[config.mk]
export PLATFORM = sky130hd
export DESIGN_NAME = cbps_div
export DESIGN_NICKNAME = d
export VERILOG_FILES = /design/src/rtl/core/clamped_bspline_path_sampler_core_assert.svh /design/src/rtl/core/cbps_pkg.sv /design/src/rtl/core/cbps_div.sv
export SDC_FILE = /design/constraint.sdc
export NUM_CORES = 1
export LEC_CHECK = 0
export ABC_AREA = 0
export BUFFER_PORTS_ARGS = -buffer_cell sky130_fd_sc_hd__buf_4
export CORE_MARGIN = 2
export CORE_UTILIZATION = 28
export DETAILED_ROUTE_END_ITERATION = 6
export PLACE_DENSITY = 0.57
export SLEW_MARGIN = 10
export SYNTH_ARGS = -nofsm -noshare
export SYNTH_HDL_FRONTEND = slang
export SYNTH_SLANG_ARGS = --single-unit
[constraint.sdc]
create_clock -name clk -period 11.5 [get_ports clk]
set_input_delay 2.3 -clock clk [delete_from_list [all_inputs] [get_ports clk]]
set_output_delay 2.3 -clock clk [all_outputs]
set_load 0.01 [all_outputs]
[src/rtl/core/clamped_bspline_path_sampler_core_assert.svh]
// assertion macros for the clamped b-spline path sampler
// expects clk and rst_n in the scope of use
`ifndef CLAMPED_BSPLINE_PATH_SAMPLER_CORE_ASSERT_SVH
`define CLAMPED_BSPLINE_PATH_SAMPLER_CORE_ASSERT_SVH
`ifndef ASSERT_OFF
`define CBPS_ASSERT(lbl, prop, msg) \
  lbl: assert property (@(posedge clk) disable iff (!rst_n) (prop)) else $error(msg);
`define CBPS_ASSERT_IMP(lbl, ante, cons, msg) \
  lbl: assert property (@(posedge clk) disable iff (!rst_n) (ante) |-> (cons)) else $error(msg);
`define CBPS_ASSERT_NXT(lbl, ante, cons, msg) \
  lbl: assert property (@(posedge clk) disable iff (!rst_n) (ante) |=> (cons)) else $error(msg);
`else
`define CBPS_ASSERT(lbl, prop, msg)
`define CBPS_ASSERT_IMP(lbl, ante, cons, msg)
`define CBPS_ASSERT_NXT(lbl, ante, cons, msg)
`endif
`endif

[src/rtl/core/cbps_pkg.sv]
// shared types and constants of the clamped b-spline path sampler
// no dependencies
package cbps_pkg;

  localparam int COORD_W    = 32;
  localparam int DEG_W      = 2;
  localparam int SCNT_W     = 6;
  localparam int CFG_W      = 6;
  localparam int CFG_IDX_W  = 1;
  localparam int BASIS_BITS = 30;
  localparam int BASIS_W    = BASIS_BITS + 1;
  localparam int ACC_W      = 64;
  localparam int DIV_NUM_W  = 64;
  localparam int DIV_DEN_W  = 32;
  localparam int MUL_W      = 33;
  localparam int TDATA_W    = 3 * COORD_W;

  localparam int DEF_MAX_POINTS = 64;
  localparam int DEF_MAX_DEGREE = 3;

  localparam logic [DEG_W-1:0]     DEF_DEGREE  = 2'd3;
  localparam logic [SCNT_W-1:0]    DEF_SAMPLES = 6'd32;
  localparam logic [CFG_IDX_W-1:0] REG_DEGREE  = 1'b0;
  localparam logic [CFG_IDX_W-1:0] REG_SAMPLES = 1'b1;
  localparam logic [BASIS_W-1:0]   BASIS_ONE   = BASIS_W'(1) << BASIS_BITS;

  typedef enum logic [1:0] {
    ST_OK  = 2'd0,
    ST_FEW = 2'd1,
    ST_OVF = 2'd2
  } status_t;

  typedef enum logic [4:0] {
    S_IDLE,
    S_SAMPLE_START,
    S_INIT,
    S_LVL_START,
    S_LVL_RD0,
    S_J_RD,
    S_J_NXT,
    S_A_MUL,
    S_A_DIV,
    S_A_WAIT,
    S_B_MUL,
    S_B_DIV,
    S_B_WAIT,
    S_WRITE,
    S_ACC_START,
    S_ACC_RD,
    S_ACC_MUL,
    S_ACC_ADD,
    S_MEAN_START,
    S_MEAN_WAIT,
    S_EMIT,
    S_END_RD,
    S_END_EMIT,
    S_ERR
  } seq_state_t;

  typedef struct packed {
    logic [COORD_W-1:0] z;
    logic [COORD_W-1:0] y;
    logic [COORD_W-1:0] x;
  } point_t;

  typedef struct packed {
    logic                 start;
    logic [DIV_NUM_W-1:0] dividend;
    logic [DIV_DEN_W-1:0] divisor;
  } div_req_t;

  typedef struct packed {
    logic                 busy;
    logic                 done;
    logic [DIV_NUM_W-1:0] quotient;
  } div_rsp_t;

endpackage

[src/rtl/core/cbps_div.sv]
// shared restoring divider, one quotient bit per cycle
// depends on cbps_pkg
module cbps_div (
  input  logic               clk,
  input  logic               rst_n,
  input  cbps_pkg::div_req_t req,
  output cbps_pkg::div_rsp_t rsp
);
  import cbps_pkg::*;

  localparam int CW = $clog2(DIV_NUM_W);

  logic                 busy_r, busy_nxt;
  logic                 done_r, done_nxt;
  logic [CW-1:0]        cnt_r, cnt_nxt;
  logic [DIV_NUM_W-1:0] quo_r, quo_nxt;
  logic [DIV_DEN_W-1:0] rem_r, rem_nxt;
  logic [DIV_DEN_W-1:0] den_r, den_nxt;
  logic [DIV_DEN_W:0]   trial;

  always_comb begin
    busy_nxt = busy_r;
    done_nxt = 1'b0;
    cnt_nxt  = cnt_r;
    quo_nxt  = quo_r;
    rem_nxt  = rem_r;
    den_nxt  = den_r;
    trial    = {rem_r, quo_r[DIV_NUM_W-1]};
    if (busy_r) begin
      if (trial >= {1'b0, den_r}) begin
        rem_nxt = DIV_DEN_W'(trial - {1'b0, den_r});
        quo_nxt = {quo_r[DIV_NUM_W-2:0], 1'b1};
      end else begin
        rem_nxt = trial[DIV_DEN_W-1:0];
        quo_nxt = {quo_r[DIV_NUM_W-2:0], 1'b0};
      end
      cnt_nxt = cnt_r - CW'(1);
      if (cnt_r == '0) begin
        busy_nxt = 1'b0;
        done_nxt = 1'b1;
      end
    end else if (req.start) begin
      busy_nxt = 1'b1;
      cnt_nxt  = CW'(DIV_NUM_W - 1);
      quo_nxt  = req.dividend;
      rem_nxt  = '0;
      den_nxt  = req.divisor;
    end
  end

  always_ff @(posedge clk) begin
    if (!rst_n) begin
      busy_r <= 1'b0;
      done_r <= 1'b0;
      cnt_r  <= '0;
    end else begin
      busy_r <= busy_nxt;
      done_r <= done_nxt;
      cnt_r  <= cnt_nxt;
    end
  end

  always_ff @(posedge clk) begin
    quo_r <= quo_nxt;
    rem_r <= rem_nxt;
    den_r <= den_nxt;
  end

  assign rsp.busy     = busy_r;
  assign rsp.done     = done_r;
  assign rsp.quotient = quo_r;

endmodule

==> results.txt <==
CTS max path bufs -> 2
CP Class -> in2reg
Max-slew headroom -> 31.50%
CP max stage cell -> buf_4
Clk Latency, worst-skew pair -> 0.44 ns
CTS clk-pin slew, worst paths -> 0.06 ns
Port Buffers -> 164
Util after Layout -> 36.68%
Final GP Congestion -> 0.8110
Gate count after technology mapping -> 606
RR Startpoint -> rem_r[24]$_SDFFCE_PN0P_
Setup bufs post-CTS -> 0
Syn_nets -> 740
Starting density of the core -> 28.35%
Row count -> 59
Grt total ovfl -> 0
Routed vias -> 5,364
Mapped Avg Cell Area -> 12.12 um2
Die area -> 27,540 um2
Register bit total from synthesis -> 136
Crit path max fanout -> 63
Layout Area Growth over Synthesis -> 29.42%
Crit path DAT -> 3.69 ns
DR vias/cell -> 4.798
Die W -> 166.0 um
Root buf cell -> clkbuf_16
Max cap viols -> 0
Fraction of registers with async set/reset -> 0%
Post-Syn Area -> 7345 um2
Core Region -> 25,910 um2
CTS sink cnt -> 136
Height of the die -> 166.0 um
Max VDD drop -> 84.22 uV
DRT iter0 DRCs -> 343
Total Wirelength -> 18,800 um
Global-route wire length before repair -> 30,260 um
Initial antenna violation count -> 0
Status -> completed
Setup TNS -> 0 ns
Yosys warns -> 0
Largest net degree at the start of global routing -> 64
Final instance area -> 9505 um2
ANT cells -> 0
Max frequency -> 275.3 MHz
Post-synth EDFFs -> 128
Critical Path, Cell by Cell -> buf_4 -> or2_4 -> buf_4
Synth unique cells -> 60
RSZ-0062 raised after global routing -> no
HP Start -> cnt_r[5]$_SDFFE_PN0P_
Critical Path RT -> 11.56 ns
Crit start category -> input port
TritonCTS clock tree -> built
Period minus WS final -> 3.632 ns
Detail Route Antenna Nets -> 0
Hold Crit Class -> reg2reg
Crit-path max cell delay -> 0.74 ns
Post-CTS sizing -> 0
Pwr Density -> 173.6 nW/um2
Vias in the first global route -> 5,613
Most frequent cells in the layout -> buf_4 (166), edfxtp_1 (128), mux2_2 (63)
Per-cell routed wire length -> 16.82 um
Layout cell share with drive strength beyond 1 -> 35.12%
Pre-antenna DRT Iters -> 5
Fin nets -> 904
HPWL after DPL -> 13,350 um
Final WS setup -> 7.868 ns
Final Hold Viols -> 0
CTS buffer count -> 17
DP Area -> 8924 um2
Crit. End Element -> flop
I/O pins -> 165
Dominant synthesized flop cell -> edfxtp_1
Most common cell after layout, fill and taps aside -> buf_4
Least-Margin Pin Slew -> 1.025 ns
# setup viols final -> 0
Drt drc -> 0
Crit path launch -> req[96]
Period utilization -> 31.58%
Most common cell on crit path -> buf_4
Clk_skew -> 0.01264 ns
Slew Viols, Final -> 0
Tot GR Track Use -> 14.03%
CTS H-tree depth -> 4
Static Leak -> 3.983 nW
Register area share after synthesis -> 54.51%
Hold_buf cts -> 0
Pre-CTS setup slack -> 7.369 ns
## worst max-delay path: cells and delay by family
family	cells	cell delay, ns
buffers and inverters	2	0.83
and+or+nand+nor	1	0.47
## area by class of cell
cell class	count	area, um2
Clock buffer	18	429.2
Clock inverter	14	152.6
Fill cell	2569	16410
Inverter	46	172.7
Multi-Input combinational cell	403	3078
Sequential cell	136	4008
Tap cell	335	419.2
Timing Repair Buffer	166	1246
## path summary, 6_finish.rpt
check / end / slack (ns) / cells past startpoint
setup / recovery: quo_r[36]$_DFFE_PP_ / 7.87 / 3
hold / removal: cnt_r[5]$_SDFFE_PN0P_ / 0.50 / 1
setup reg to reg: rem_r[27]$_SDFFCE_PN0P_ / 8.03 / 8
hold reg to reg: cnt_r[5]$_SDFFE_PN0P_ / 0.50 / 1
## Yosys cell counts (15+ instances only)
cell | n | area, um2
a21o_1 | 16 | 120.1
a21oi_1 | 34 | 170.2
edfxtp_1 | 128 | 3844
ha_1 | 34 | 425.4
inv_1 | 45 | 168.9
mux2_2 | 63 | 709.4
mux2i_1 | 22 | 220.2
nand2_1 | 36 | 135.1
nand3_1 | 17 | 85.08
nor2_1 | 37 | 138.9
o21ai_0 | 15 | 75.07
xnor2_1 | 16 | 140.1
## per-layer routing
layer  GRT usage (%)  part of all wire (%)
met1           17.26                    44
met2           21.90                    45
met5               0                     0
met4           4.991                   1.6
met3           6.196                   9.4
## stage by stage
step	power (W)	hold slack, ns	instances
detailed placement	0.001104	0.4883	1086
finish	0.001651	0.5011	1118
floorplan	0.0009596	0.4524	606
global route	0.001743	0.5224	1118
CTS	0.001671	0.4994	1118
global placement	0.001102	0.4895	1086
## state kept, by name, indices dropped and copies added, names as in the netlist
name	flops
den_r	32
busy_r	1
done_r	1
cnt_r	6
rem_r	32
quo_r	64
## kinds of logic (layout without fill, tap and decap cells)
logic type / Yosys count / in the layout / share of synthesized area (%)
xor gates and xnor gates: 22 / 22 / 2.623
muxes: 85 / 85 / 12.66
DFF: 136 / 136 / 54.51
adders and majority gates: 35 / 35 / 6.065
AOI/OAI and AO/OA: 117 / 117 / 10.82
buffers and inverters: 67 / 244 / 3.714
and+or+nand+nor: 144 / 144 / 9.608
## report_power, final
| group | internal [W] | switching (W) | leakage [nW] | total (W) |
|---|---|---|---|---|
| clock | 0.000309 | 0.000249 | 0.285 | 0.000558 |
| sequential | 0.000616 | 0.0000363 | 1.36 | 0.000652 |
| combinational | 0.000204 | 0.000236 | 2.34 | 0.000441 |
| total | 0.00113 | 0.000521 | 3.98 | 0.00165 |
No activity file was read; power rests on OpenSTA's default activity.
